### config.mk
export PLATFORM = sky130hd
export DESIGN_NAME = marker_line_stripper_unit
export DESIGN_NICKNAME = d
export VERILOG_FILES = /design/src/design/mls_pkg.sv /design/src/design/marker_line_stripper_unit.sv /design/src/design/mls_front.sv /design/src/design/mls_queue.sv /design/src/design/mls_back.sv
export SDC_FILE = /design/constraint.sdc
export NUM_CORES = 1
export LEC_CHECK = 0
export ABC_CLOCK_PERIOD_IN_PS = 8350
export BUFFER_PORTS_ARGS = -buffer_cell sky130_fd_sc_hd__buf_2
export CAP_MARGIN = 20
export CORE_MARGIN = 3
export CORE_UTILIZATION = 30
export CTS_CLUSTER_DIAMETER = 60
export DETAILED_ROUTE_END_ITERATION = 10
export GPL_TIMING_DRIVEN = 1
export MAX_ROUTING_LAYER = met4
export PLACE_DENSITY = 0.52
export SLEW_MARGIN = 10
export SYNTH_ARGS = -nofsm -noshare
export SYNTH_HDL_FRONTEND = slang
export SYNTH_HIERARCHICAL = 1
export SYNTH_SLANG_ARGS = --single-unit
### constraint.sdc
create_clock -name clk -period 8.35 [get_ports clk]
set_input_delay 0.4175 -clock clk [delete_from_list [all_inputs] [get_ports clk]]
set_output_delay 0.4175 -clock clk [all_outputs]
set_load 0.01 [all_outputs]
### src/design/mls_pkg.sv
// Shared types, character codes and helpers for the marker line stripper.
// No dependencies; every other design file imports this package.
`default_nettype none

package mls_pkg;

    localparam int MLS_QUEUE_DEPTH = 4;

    localparam logic [7:0] CH_BANG = 8'h21;
    localparam logic [7:0] CH_STAR = 8'h2A;
    localparam logic [7:0] CH_LF   = 8'h0A;
    localparam logic [7:0] CH_CR   = 8'h0D;

    localparam logic KIND_TEXT = 1'b0;
    localparam logic KIND_END  = 1'b1;

    typedef struct packed {
        logic [7:0] data_byte;
        logic       stream_end;
    } in_item_t;

    typedef struct packed {
        logic       out_kind;
        logic [7:0] out_byte;
        logic       last_of_run;
    } out_item_t;

    // One queued request: n_held bytes of the "!!*" prefix, then an optional tail result.
    typedef struct packed {
        logic [1:0] n_held;
        logic       has_tail;
        logic       tail_kind;
        logic [7:0] tail_byte;
    } cmd_t;

    // Byte at a given place of the held prefix "!!*".
    function automatic logic [7:0] held_char(input logic [1:0] idx);
        logic [7:0] ch;
        ch = (idx == 2'd2) ? CH_STAR : CH_BANG;
        return ch;
    endfunction

endpackage : mls_pkg

`default_nettype wire

### src/design/marker_line_stripper_unit.sv
// Top level of the marker line stripper: front end, request queue, back end.
// Depends on mls_pkg, mls_front, mls_queue and mls_back.
//
// Usage:
//   Input channel (item_valid / item_stall / item) carries one text byte or an
//   end-of-stream flag per request. Output channel (result_valid / result_stall /
//   result) carries kept bytes and the end marker; last_of_run closes the results
//   of one input request.
//   Runs starting with "!!**" are deleted through the next LF, CR or CR LF.
// Path: a taken input is written into the request queue, then loaded into the
//   output register once the back end reaches it.
// Throughput: one input per cycle while result_stall is low and each input
//   yields at most one result. The back end writes one result per unstalled
//   cycle, so an input releasing up to four results holds it until all are out;
//   the QUEUE_DEPTH-entry queue absorbs bursts; item_stall rises only when full.
// Stall: while result_stall is high the output register holds; the back end
//   waits and the queue fills, then the input is stalled.
// Reset: the match state returns to idle, the queue empties and no result is
//   valid. There is no clearing pass.
`default_nettype none

module marker_line_stripper_unit #(
    parameter int QUEUE_DEPTH = mls_pkg::MLS_QUEUE_DEPTH
) (
    input  wire logic               clk,
    input  wire logic               rst_n,
    input  wire logic               item_valid,
    output logic                    item_stall,
    input  wire mls_pkg::in_item_t  item,
    output logic                    result_valid,
    input  wire logic               result_stall,
    output mls_pkg::out_item_t      result
);
    import mls_pkg::*;

    logic accept;
    logic push;
    cmd_t push_cmd;
    logic pop;
    cmd_t head;
    logic head_valid;
    logic full;

    // Stall the source only while the queue has no room.
    assign item_stall = full;
    assign accept     = item_valid && !full;

    mls_front u_front (
        .clk    (clk),
        .rst_n  (rst_n),
        .accept (accept),
        .item   (item),
        .push   (push),
        .cmd    (push_cmd)
    );

    mls_queue #(
        .DEPTH (QUEUE_DEPTH)
    ) u_queue (
        .clk        (clk),
        .rst_n      (rst_n),
        .push       (push),
        .push_cmd   (push_cmd),
        .pop        (pop),
        .head       (head),
        .head_valid (head_valid),
        .full       (full)
    );

    mls_back u_back (
        .clk          (clk),
        .rst_n        (rst_n),
        .head         (head),
        .head_valid   (head_valid),
        .pop          (pop),
        .result_valid (result_valid),
        .result_stall (result_stall),
        .result       (result)
    );

endmodule : marker_line_stripper_unit

`default_nettype wire

### src/design/mls_front.sv
// Front end: marker match state machine that classifies each input item into a request.
// Depends on mls_pkg.
`default_nettype none

module mls_front (
    input  wire logic             clk,
    input  wire logic             rst_n,
    input  wire logic             accept,
    input  wire mls_pkg::in_item_t item,
    output logic                  push,
    output mls_pkg::cmd_t         cmd
);
    import mls_pkg::*;

    typedef enum logic [2:0] {
        ST_IDLE,
        ST_H1,
        ST_H2,
        ST_H3,
        ST_RM,
        ST_RMCR
    } state_t;

    state_t     state_reg;
    state_t     state_next;
    logic [7:0] b;

    assign b = item.data_byte;

    always_comb
    begin
        state_next    = state_reg;
        cmd.n_held    = 2'd0;
        cmd.has_tail  = 1'b0;
        cmd.tail_kind = KIND_TEXT;
        cmd.tail_byte = b;
        if (item.stream_end)
        begin
            // Flush the held prefix, then the end marker.
            unique case (state_reg)
                ST_H1:   cmd.n_held = 2'd1;
                ST_H2:   cmd.n_held = 2'd2;
                ST_H3:   cmd.n_held = 2'd3;
                default: cmd.n_held = 2'd0;
            endcase
            cmd.has_tail  = 1'b1;
            cmd.tail_kind = KIND_END;
            cmd.tail_byte = 8'd0;
            state_next    = ST_IDLE;
        end
        else
        begin
            unique case (state_reg)
                ST_H1:
                begin
                    if (b == CH_BANG)
                    begin
                        state_next = ST_H2;
                    end
                    else
                    begin
                        cmd.n_held   = 2'd1;
                        cmd.has_tail = 1'b1;
                        state_next   = ST_IDLE;
                    end
                end
                ST_H2:
                begin
                    if (b == CH_STAR)
                    begin
                        state_next = ST_H3;
                    end
                    else if (b == CH_BANG)
                    begin
                        // Oldest bang leaves, the window stays at "!!".
                        cmd.n_held = 2'd1;
                    end
                    else
                    begin
                        cmd.n_held   = 2'd2;
                        cmd.has_tail = 1'b1;
                        state_next   = ST_IDLE;
                    end
                end
                ST_H3:
                begin
                    if (b == CH_STAR)
                    begin
                        state_next = ST_RM;
                    end
                    else
                    begin
                        cmd.n_held = 2'd3;
                        if (b == CH_BANG)
                        begin
                            state_next = ST_H1;
                        end
                        else
                        begin
                            cmd.has_tail = 1'b1;
                            state_next   = ST_IDLE;
                        end
                    end
                end
                ST_RM:
                begin
                    if (b == CH_LF)
                    begin
                        state_next = ST_IDLE;
                    end
                    else if (b == CH_CR)
                    begin
                        state_next = ST_RMCR;
                    end
                end
                ST_RMCR:
                begin
                    if (b == CH_LF)
                    begin
                        state_next = ST_IDLE;
                    end
                    else if (b == CH_BANG)
                    begin
                        state_next = ST_H1;
                    end
                    else
                    begin
                        cmd.has_tail = 1'b1;
                        state_next   = ST_IDLE;
                    end
                end
                default:
                begin
                    if (b == CH_BANG)
                    begin
                        state_next = ST_H1;
                    end
                    else
                    begin
                        cmd.has_tail = 1'b1;
                        state_next   = ST_IDLE;
                    end
                end
            endcase
        end
    end

    // Drop requests that produce no result.
    assign push = accept && ((cmd.n_held != 2'd0) || cmd.has_tail);

    always_ff @(posedge clk or negedge rst_n)
    begin
        if (!rst_n)
        begin
            state_reg <= ST_IDLE;
        end
        else if (accept)
        begin
            state_reg <= state_next;
        end
    end

endmodule : mls_front

`default_nettype wire

### src/design/mls_queue.sv
// Short request queue between the front end and the back end.
// Depends on mls_pkg for the request type.
`default_nettype none

module mls_queue #(
    parameter int DEPTH = mls_pkg::MLS_QUEUE_DEPTH
) (
    input  wire logic          clk,
    input  wire logic          rst_n,
    input  wire logic          push,
    input  wire mls_pkg::cmd_t push_cmd,
    input  wire logic          pop,
    output mls_pkg::cmd_t      head,
    output logic               head_valid,
    output logic               full
);
    import mls_pkg::*;

    localparam int PTR_W = (DEPTH > 1) ? $clog2(DEPTH) : 1;
    localparam int CNT_W = $clog2(DEPTH + 1);
    localparam logic [PTR_W-1:0] PTR_LAST = PTR_W'(DEPTH - 1);
    localparam logic [CNT_W-1:0] CNT_FULL = CNT_W'(DEPTH);

    cmd_t             slot_reg [DEPTH];
    logic [PTR_W-1:0] wr_ptr_reg;
    logic [PTR_W-1:0] wr_ptr_next;
    logic [PTR_W-1:0] rd_ptr_reg;
    logic [PTR_W-1:0] rd_ptr_next;
    logic [CNT_W-1:0] count_reg;
    logic [CNT_W-1:0] count_next;
    logic             do_push;
    logic             do_pop;

    assign full       = (count_reg == CNT_FULL);
    assign head_valid = (count_reg != '0);
    assign head       = slot_reg[rd_ptr_reg];
    assign do_push    = push && !full;
    assign do_pop     = pop && head_valid;

    always_comb
    begin
        wr_ptr_next = wr_ptr_reg;
        rd_ptr_next = rd_ptr_reg;
        count_next  = count_reg;
        if (do_push)
        begin
            wr_ptr_next = (wr_ptr_reg == PTR_LAST) ? '0 : wr_ptr_reg + 1'b1;
        end
        if (do_pop)
        begin
            rd_ptr_next = (rd_ptr_reg == PTR_LAST) ? '0 : rd_ptr_reg + 1'b1;
        end
        if (do_push && !do_pop)
        begin
            count_next = count_reg + 1'b1;
        end
        else if (do_pop && !do_push)
        begin
            count_next = count_reg - 1'b1;
        end
    end

    always_ff @(posedge clk or negedge rst_n)
    begin
        if (!rst_n)
        begin
            wr_ptr_reg <= '0;
            rd_ptr_reg <= '0;
            count_reg  <= '0;
        end
        else
        begin
            wr_ptr_reg <= wr_ptr_next;
            rd_ptr_reg <= rd_ptr_next;
            count_reg  <= count_next;
        end
    end

    always_ff @(posedge clk)
    begin
        if (do_push)
        begin
            slot_reg[wr_ptr_reg] <= push_cmd;
        end
    end

    a_count_bound: assert property (@(posedge clk) disable iff (!rst_n)
        count_reg <= CNT_FULL)
        else $error("queue count above depth");

    a_no_lost_push: assert property (@(posedge clk) disable iff (!rst_n)
        push |-> !full)
        else $error("request pushed into a full queue");

endmodule : mls_queue

`default_nettype wire

### src/design/mls_back.sv
// Back end: expands each queued request into result items in an output register,
// one per cycle while result_stall is low. Depends on mls_pkg.
`default_nettype none

module mls_back (
    input  wire logic          clk,
    input  wire logic          rst_n,
    input  wire mls_pkg::cmd_t head,
    input  wire logic          head_valid,
    output logic               pop,
    output logic               result_valid,
    input  wire logic          result_stall,
    output mls_pkg::out_item_t result
);
    import mls_pkg::*;

    logic [1:0] pos_reg;
    logic [1:0] pos_next;
    logic [2:0] total;
    logic       last;
    logic       load;
    logic       out_valid_reg;
    logic       out_valid_next;
    out_item_t  out_reg;
    out_item_t  out_next;

    assign total = {1'b0, head.n_held} + {2'b00, head.has_tail};
    assign last  = ({1'b0, pos_reg} + 3'd1) == total;
    assign load  = head_valid && (!out_valid_reg || !result_stall);
    assign pop   = load && last;

    always_comb
    begin
        pos_next       = pos_reg;
        out_next       = out_reg;
        out_valid_next = out_valid_reg && result_stall;
        if (load)
        begin
            out_valid_next = 1'b1;
            pos_next       = last ? 2'd0 : pos_reg + 2'd1;
            if (pos_reg < head.n_held)
            begin
                out_next.out_kind = KIND_TEXT;
                out_next.out_byte = held_char(pos_reg);
            end
            else
            begin
                out_next.out_kind = head.tail_kind;
                out_next.out_byte = head.tail_byte;
            end
            out_next.last_of_run = last;
        end
    end

    always_ff @(posedge clk or negedge rst_n)
    begin
        if (!rst_n)
        begin
            pos_reg       <= 2'd0;
            out_valid_reg <= 1'b0;
        end
        else
        begin
            pos_reg       <= pos_next;
            out_valid_reg <= out_valid_next;
        end
    end

    always_ff @(posedge clk)
    begin
        out_reg <= out_next;
    end

    assign result_valid = out_valid_reg;
    assign result       = out_reg;

    a_head_nonempty: assert property (@(posedge clk) disable iff (!rst_n)
        head_valid |-> (total != 3'd0))
        else $error("empty request reached the back end");

    a_pos_in_range: assert property (@(posedge clk) disable iff (!rst_n)
        head_valid |-> ({1'b0, pos_reg} < total))
        else $error("result index past end of request");

    a_idle_pos: assert property (@(posedge clk) disable iff (!rst_n)
        !head_valid |-> (pos_reg == 2'd0))
        else $error("result index left set with queue empty");

endmodule : mls_back

`default_nettype wire

# After elaboration in Yosys (flattened, before gate mapping)
# Memories as Yosys holds them, arrays and structs flattened.
# Cells that the tools add are included.
# word_totals
reg_bits	23
ramBits	48
word_cells	85
n_memories	1
# memory_table
name	words	width	read_ports	rd_ports_with_merged_regs	write_ports	line	source
u_queue.slot_reg	4	12	1	0	1	mls_queue.sv:24	cmd_t slot_reg [DEPTH];
# classes
addsub	7
n_lt_le_gt_ge	1
eq_ne	16
mux	31
reduce_logical	20
# op_table
cell	n
3-bit two-way mux	11
8-bit by 4-bit equality test with 1-bit output, second input constant	2
8-bit by 6-bit equality test with 1-bit output, second input constant	2
3-bit one-hot mux with 5 select lines	1
2-bit two-way mux	6
2-bit one-hot mux with 3 select lines	2
3-bit equality test, second input constant	3
1-bit logical AND	9
9-bit two-way mux	1
8-bit two-way mux	1
1-bit two-way mux	7
2-bit by 1-bit adder with 2-bit output, second input constant	3
2-bit equality test, second input constant	3
3-bit by 2-bit equality test with 1-bit output, second input constant	2
1-bit zero test	5
1-bit one-hot mux with 5 select lines	1
4-bit two-way mux	1
4-bit by 2-bit != test with 1-bit output, second input constant	1
4-bit by 3-bit != test with 1-bit output, second input constant	1
2-bit nonzero test	2
2-bit by 1-bit adder with 3-bit output	1
2-bit by 1-bit adder with 3-bit output, second input constant	1
3-bit by 1-bit adder with 3-bit output, second input constant	1
3-bit by 1-bit equality test with 1-bit output, second input constant	1
other kinds (6)	7

# Depth between registers and ports, before layout
# Gate-level depths: netlist of run 1.
# logic_depth
depth_word	13
depth_mapped	15
ltp_nobuf	13

# Modules after synthesis
# The synthesis of run 1 kept the hierarchy.
# by_module_without_submodules
module	n_inst	cells_each	area_each_um2	seq_area_each_um2
mls_queue	1	100	2220.9	1616.6
mls_back	1	44	660.6	375.4
mls_front	1	61	437.9	75.1
marker_line_stripper_unit	1	1	13.8	0.0

# Least setup slack after synthesis of run 1
# Ideal clock, no wire load.
# synth_timing
kind	reg-to-reg
from	register u_queue.rd_ptr_reg[0]
to	register u_queue.count_reg[1]
setup_time_ps	125
arrival_time_ps	3152
t_required_ps	8225
setup_slack_ps	5073
stages_incl_launch_ff	14
path_cell_list	dfrtp_1 > buf_6 > buf_6 > mux4_2 > ha_1 > ha_1 > xnor2_1 > nor3_2 > and2_1 > nand2_4 > ha_1 > inv_1 > fa_1 > mux2_2
# synth_lines
item	line	source
start: declaration	mls_queue.sv:27	logic [PTR_W-1:0] rd_ptr_reg;
start signal: assignment	mls_queue.sv:74	rd_ptr_reg <= rd_ptr_next;
end signal: assignment	mls_queue.sv:75	count_reg <= count_next;
end: declaration	mls_queue.sv:29	logic [CNT_W-1:0] count_reg;

==> metrics.md, run 1 <==
| Metric | Value |
|---|---|
| Status | finished, final reports clean |
| CORE AREA | 10,600 sq um |
| EDFF count, synth | 58 |
| Cell area after layout | 3790 sq um |
| Power Dens Cells | 350 nW/um^2 |
| Global-route wire length before repair | 8960 um |
| RSZ-0062 raised after global routing | no |
| Peak Freq | 268 MHz |
| Row count | 37 |
| LEAKAGE | 1.42 nW |
| Routed wl met2 | 2730 um |
| CTS Buffer Depth | 2 |
| Diode count | 0 |
| Worst vdd ir | 91.3 uV |
| Final core occ | 0.359 |
| Final HPWL DP | 3880 um |
| Synth warnings | 6 |
| Total GRT Usage | 0.0959 |
| Net Switching | 0.403 mW |
| Arr. time, crit path | 3960 ps |
| WL met3 | 168 um |
| Max Slew Vio Count | 0 |
| Residual DRC | 0 |
| Setup TNS | 0 ps |
| Top sig layer | met4 |
| Vias/cell | 4.61 |
| Synth async-reset ratio | 0.183 |
| Cell Area, Synth | 3330 sq um |
| Combinational Power Share | 0.355 |
| Pwr Total | 1.33 mW |
| Die area | 12,400 sq um |
| Min cycle time layout | 3740 ps |
| Internal power | 0.926 mW |
| Top-Level Pins | 25 |
| CP Class | flip-flop to flip-flop |
| Skew-Pair Late Insertion Delay | 330 ps |
| Fraction of the yosys area taken by sequential cells | 0.620 |
| 1st-iter DRT viols | 56 |
| Post-synth top area cell | edfxtp_1 |
| Global route overflow | 0 |
| Clock share of power | 0.213 |
| CTS tree | yes |
| Top cells by area, synth | edfxtp_1, dfrtp_1, mux4_2 |
| Startpoint types | flip-flop |
| Clk sinks | 71 |
| Vias | 1,735 |
| Max-slew headroom | 0.369 |
| Initial antenna violation count | 0 |
| H-tree depth | 3 |
| Worst Path Required | 8570 ps |
| Port-buffer cells | 24 |
| MaxCap Viol Count | 0 |
| Largest net degree at the start of global routing | 16 |
| Post-placement cell area | 3570 sq um |
| Cell variety after synth | 56 |
| Cells after synthesis | 206 |
| Drt pass-1 iters | 4 |
| CTS resizes | 0 |
| Crit path max fanout | 15 |
| Routed Antenna Nets | 0 |
| Main synth FF type | edfxtp_1 |
| GP Congestion | 0.763 |
| Final hold vios | 0 |
| Synth Register Bits | 71 |
| Net Sw Frac | 0.303 |
| Drt wl/cell | 14.6 um |
| Largest register FFs | 48 |
| Synth cell count leaders | edfxtp_1, dfrtp_1, mux4_2 |
| Metal-1 WL | 2470 um |
| Die Y-Extent | 111 um |
| CTS buffer count | 9 |
| P&R area growth vs syn | 13.8% |
| Avg Cell Area, Syn | 16.2 sq um |
| Routed WL | 5500 um |
| Initial core utilization | 0.316 |
| Period utilization | 0.448 |
| Worst Setup End Kind | flip-flop |
| Horiz. Die Dim | 111 um |
| Mapped Nets | 231 |
| Number of global-route vias before repair | 1,752 |
| Worst-path clk slew | 70 ps |
| Setup violators final | 0 |
| Fin nets | 260 |
| Hold WC Path Type | input port to flip-flop |
| Most common cell in the netlist | edfxtp_1 |
| Share of the synthesized area in the top cell type | 0.523 |
| Root Driver | clkbuf_8 |
| Final setup skew | 10.5 ps |
| Layout cell share with drive strength beyond 1 | 0.325 |
| Sequential share of power | 0.432 |
| Slew @ Worst Pin | 933 ps |
## layer usage
| metal | track usage | vias to the layer above |
|---|---|---|
| li1 | - | 839 |
| met1 | 0.116 | 859 |
| met2 | 0.151 | 28 |
| met3 | 0.0185 | 9 |
| met4 | 0.0535 | 0 |
| met5 | - | - |
## layout make-up
type,instances,area (sq um)
clock buffer,13,170
clock inverter,3,40.0
fill,1016,6760
inverter,9,33.8
multi-input combinational,118,1170
sequential,71,2070
tap,136,170
timing repair buffer,26,138
## layout by cell type (no fill, tap or decap), drive strengths merged, types with 5 or more instances in the layout
cell type and instances:
edfxtp 58, buf 25, dfrtp 13, clkbuf 13, mux4 12, ha 11
inv 9, nor2b 9, nor2 7, mux2 7, nand2 6, o21ai 6
and2 6, and2b 5
## power by group through the flow
stage               clock network, mW  registers (mW)  logic [mW]
floorplan                           0           0.563       0.404
global placement                    0           0.586       0.472
detailed placement                  0           0.586       0.480
CTS                             0.294           0.578       0.482
global route                    0.308           0.590       0.530
finish                          0.283           0.574       0.471
## worst max-delay path: stages, from the launching register on
cell and delay (ps):
dfrtp_1 890, mux4_2 650, ha_1 210, ha_1 280, xnor2_1 150, nor3_2 240
and2_1 200, nand2_4 80, ha_1 200, inv_1 70, fa_1 400, mux2_2 260
## kinds of logic after synthesis
kind of cell | count (synthesis) | share of synthesized area
simple gates | 55 | 0.118
mux | 20 | 0.114
buf+inv | 17 | 0.0274
flops | 71 | 0.620
fa+ha+maj | 12 | 0.0473
compound gates | 24 | 0.0544
xor+xnor | 7 | 0.0184
## stage by stage
step	setup WS, ps	hold slack [ps]	instances
6_report	4610	310	376
5_1_grt	4240	302	376
4_1_cts	4540	285	376
3_5_place_dp	4550	339	359
3_3_place_gp	4580	334	359
2_1_floorplan	5070	122	206
## final timing paths
check	startpoint	end	slack, ps	depth (start not counted)
max	u_queue/rd_ptr_reg[0]	u_queue/count_reg[1]	4610	11
min	result_stall	u_back/result_valid	310	2
max reg2reg	u_queue/rd_ptr_reg[0]	u_queue/count_reg[1]	4610	11
min reg2reg	u_queue/count_reg[2]	u_queue/count_reg[2]	520	1
max in group asynchronous	rst_n	u_front/state_reg[2]	7600	2
min in group asynchronous	rst_n	u_queue/count_reg[2]	500	2
## what timing repair did
item                      in CTS  in global routing
setup buffers                  0                  0
hold endpoints to repair      13                  0
hold buffers                   1                  0
No activity file was read; power rests on OpenSTA's default activity.
==> run 2: changes to the inputs <==
- ABC_AREA: not set -> 1
- ABC_CLOCK_PERIOD_IN_PS: 8350 -> 3390
- PLACE_DENSITY: 0.52 -> 0.53
- clock period: 8.35 -> 3.39 ns (I/O delays scaled with it)
==> run 2 against run 1 <==
Utilization shrank 0.19 points; routed wire length rose by 16%; highest routed layer unchanged; setup slack lost 4200 ps; register-to-register slack worse by 4200 ps; flip-flop and latch count unchanged; die area is 7.9% higher; synthesized cell count up 79%; critical path type unchanged; maximum frequency rose by 26%; largest cell class unchanged; cell area grew 9.4%.
==> metrics.md, run 2 <==
| Metric | Value |
|---|---|
| Status | finished, final reports clean (unchanged) |
| Global-route wire length before repair | 11,000 um (was 8960 um) |
| Post-placement cell area | 3870 sq um (was 3570 sq um) |
| CTS Buffer Depth | 2 (unchanged) |
| Avg Cell Area, Syn | 9.81 sq um (was 16.2 sq um) |
| FF/Latch Area | 2070 sq um (unchanged) |
| CORE AREA | 11,600 sq um (was 10,600 sq um) |
| Setup violators final | 0 (unchanged) |
| Row count | 39 (was 37) |
| Port-buffer cells | 24 (unchanged) |
| Commonest non-fill, non-tap cells in the layout | nand2_1, inv_1, edfxtp_1 (was edfxtp_1, buf_2, dfrtp_1) |
| Max-slew headroom | 0.700 (was 0.369) |
| H-tree depth | 3 (unchanged) |
| Worst Setup End Kind | flip-flop (unchanged) |
| Startpoint types | flip-flop (unchanged) |
| Mapped Nets | 393 (was 231) |
| Vias/cell | 4.33 (was 4.61) |
| WHS Path Cells | 3 (was 2) |
| Commonest non-fill, non-tap cell in the layout | nand2_1 (was edfxtp_1) |
| Non-filler cells, final | 549 (was 376) |
| GP Congestion | 0.847 (was 0.763) |
| Cell variety after synth | 31 (was 56) |
| EDFF count, synth | 58 (unchanged) |
| Setup TNS | 0 ps (unchanged) |
| Arr. time, crit path | 3170 ps (was 3960 ps) |
| Placed Instances | 532 (was 359) |
| Clk sinks | 71 (unchanged) |
| Reg2reg start | u_queue/rd_ptr_reg[0] (unchanged) |
| FF-to-FF End | u_queue/count_reg[1] (unchanged) |
| Routed Antenna Nets | 0 (unchanged) |
| Max Slew Vio Count | 0 (unchanged) |
| Sequential share of power | 0.393 (was 0.432) |
| P&R area growth vs syn | 15.0% (was 13.8%) |
| CTS buffer count | 9 (unchanged) |
| R2r setup slk | 430 ps (was 4610 ps) |
| Vias | 2,375 (was 1,735) |
| Share of the synthesized area in the top cell type | 0.482 (was 0.523) |
| CTS resizes | 0 (unchanged) |
| Final HPWL DP | 4670 um (was 3880 um) |
| Layout cell share with drive strength beyond 1 | 0.214 (was 0.325) |
| Crit path max fanout | 20 (was 15) |
| Power Dens Cells | 830 nW/um^2 (was 350 nW/um^2) |
| Synth cell count leaders | nand2_1, inv_1, edfxtp_1 (was edfxtp_1, dfrtp_1, mux4_2) |
| CTS tree | yes (unchanged) |
| Final hold vios | 0 (unchanged) |
| Clock share of power | 0.244 (was 0.213) |
| Final core occ | 0.357 (was 0.359) |
| Net Switching | 1.25 mW (was 0.403 mW) |
| Synth warnings | 6 (unchanged) |
| Drt pass-1 iters | 4 (unchanged) |
| Peak Freq | 338 MHz (was 268 MHz) |
| Internal power | 2.20 mW (was 0.926 mW) |
| Routed WL | 6360 um (was 5500 um) |
| WHS Endpoint | u_back/result_valid (unchanged) |
| R2R depth | 16 (was 11) |
| Residual DRC | 0 (unchanged) |
| Worst vdd ir | 344 uV (was 91.3 uV) |
| Die Y-Extent | 116 um (was 111 um) |
| Filler cells | 1,197 (was 1,016) |
| Largest net degree at the start of global routing | 24 (was 16) |
| Period utilization | 0.873 (was 0.448) |
| Initial core utilization | 0.311 (was 0.316) |
| Top cells by area, synth | edfxtp_1, nand2_1, dfrtp_1 (was edfxtp_1, dfrtp_1, mux4_2) |
| Top-Level Pins | 25 (unchanged) |
| Number of global-route vias before repair | 2,313 (was 1,752) |
| Fraction of the yosys area taken by sequential cells | 0.572 (was 0.620) |
| Most common cell in the netlist | nand2_1 (was edfxtp_1) |
| LEAKAGE | 1.88 nW (was 1.42 nW) |
| 1st-iter DRT viols | 71 (was 56) |
| RSZ-0062 raised after global routing | no (unchanged) |
| Hold WC Path Type | input port to flip-flop (unchanged) |
| Worst-path clk slew | 60 ps (was 70 ps) |
| Largest register FFs | 48 (unchanged) |
| Combined area of the multi-input logic cells | 1180 sq um (was 1170 sq um) |
| Cell area after layout | 4150 sq um (was 3790 sq um) |
| Net Sw Frac | 0.362 (was 0.303) |
| Cells after synthesis | 368 (was 206) |
| Fin nets | 426 (was 260) |
| Hold_sp | result_stall (unchanged) |
| Min cycle time layout | 2960 ps (was 3740 ps) |
| Total GRT Usage | 0.109 (was 0.0959) |
| Main synth FF type | edfxtp_1 (unchanged) |
| Root Driver | clkbuf_16 (was clkbuf_8) |
| Combinational Power Share | 0.363 (was 0.355) |
| Synth Register Bits | 71 (unchanged) |
| Diode count | 0 (unchanged) |
| Cell Area, Synth | 3610 sq um (was 3330 sq um) |
| Worst Path Required | 3600 ps (was 8570 ps) |
| Die area | 13,400 sq um (was 12,400 sq um) |
| Drt wl/cell | 11.6 um (was 14.6 um) |
| MaxCap Viol Count | 0 (unchanged) |
| Post-synth top area cell | edfxtp_1 (unchanged) |
| Slew @ Worst Pin | 445 ps (was 933 ps) |
| Horiz. Die Dim | 116 um (was 111 um) |
| CP Class | flip-flop to flip-flop (unchanged) |
| Initial antenna violation count | 0 (unchanged) |
| Skew-Pair Late Insertion Delay | 320 ps (was 330 ps) |
| Synth async-reset ratio | 0.183 (unchanged) |
| Final setup skew | 7.18 ps (was 10.5 ps) |
| Global route overflow | 0 (unchanged) |
run 2: changes by cell type after synthesis, sizes merged, moves of 4 or more:
cell | before | now
nor2 | 7 | 35
nand2 | 6 | 111
o211ai | 0 | 24
nand3 | 1 | 17
nand2b | 4 | 0
and2 | 6 | 0
mux4 | 12 | 0
nor2b | 9 | 0
buf | 5 | 9
mux2 | 7 | 0
and2b | 5 | 0
inv | 9 | 70
run 2: worst max-delay path by stage:
stage                           from                    to  slack [ps]  depth (start not counted)
4_1_cts        u_queue/rd_ptr_reg[0]  u_queue/count_reg[1]         430                         16
6_report       u_queue/rd_ptr_reg[0]  u_queue/count_reg[1]         430                         16
5_1_grt        u_queue/rd_ptr_reg[0]  u_queue/count_reg[1]         120                         16
2_1_floorplan  u_queue/rd_ptr_reg[0]  u_queue/count_reg[1]         580                         17
3_5_place_dp   u_queue/rd_ptr_reg[0]  u_queue/count_reg[1]         420                         16
3_3_place_gp   u_queue/rd_ptr_reg[1]  u_queue/count_reg[1]         520                         16
run 2: cell type report:
class	count	area share
multi-input combinational	216	0.285
clock buffer	9	0.0542
clock inverter	7	0.0115
tap	143	0.0431
inverter	71	0.0648
timing repair buffer	32	0.0440
sequential	71	0.498
run 2: critical path, cell delays in order (launching register included):
cell	delay [ps]
dfrtp_1	490
buf_4	270
nand2_1	80
o211ai_1	90
nand2_1	110
ha_1	320
nand2_1	70
inv_1	30
nor2_1	80
nand3_1	150
nor2_1	200
nand2_1	120
ha_1	210
inv_1	80
fa_1	410
nand2_1	70
o21ai_0	70
run 2: per-stage QoR:
step / total power, mW / setup slack, ps / hold slack [ps]
6_report: 3.44 / 430 / 115
5_1_grt: 3.75 / 123 / 139
2_1_floorplan: 2.37 / 582 / -126
4_1_cts: 3.50 / 426 / 114
3_3_place_gp: 2.61 / 523 / 79.3
3_5_place_dp: 2.64 / 417 / 82.2
run 2: cell families (layout without fill, tap and decap cells):
logic type	count (synthesis)	count (layout)	synth area share
AOI/OAI and AO/OA	33	33	0.0644
xor gates and xnor gates	2	2	0.00485
adders and majority gates	12	12	0.0437
buffers and inverters	81	119	0.100
DFF	71	71	0.572
and+or+nand+nor	169	169	0.214
run 2: what timing repair did:
action	in CTS	in global routing
hold endpoints to repair	13	0
hold buffers	1	0
buffers inserted	0	0
run 2: layer usage:
metal  part of all wire  GRT usage
met5                  0          -
met4              0.014     0.0464
met3              0.029     0.0235
met2               0.44      0.162
met1               0.51      0.144
run 2: power groups by stage:
stage          combinational, mW  sequential [mW]  clock (mW)
2_1_floorplan              0.986             1.38           0
3_3_place_gp                1.24             1.37           0
3_5_place_dp                1.27             1.37           0
4_1_cts                     1.27             1.36       0.870
5_1_grt                     1.46             1.39       0.901
6_report                    1.25             1.35       0.840
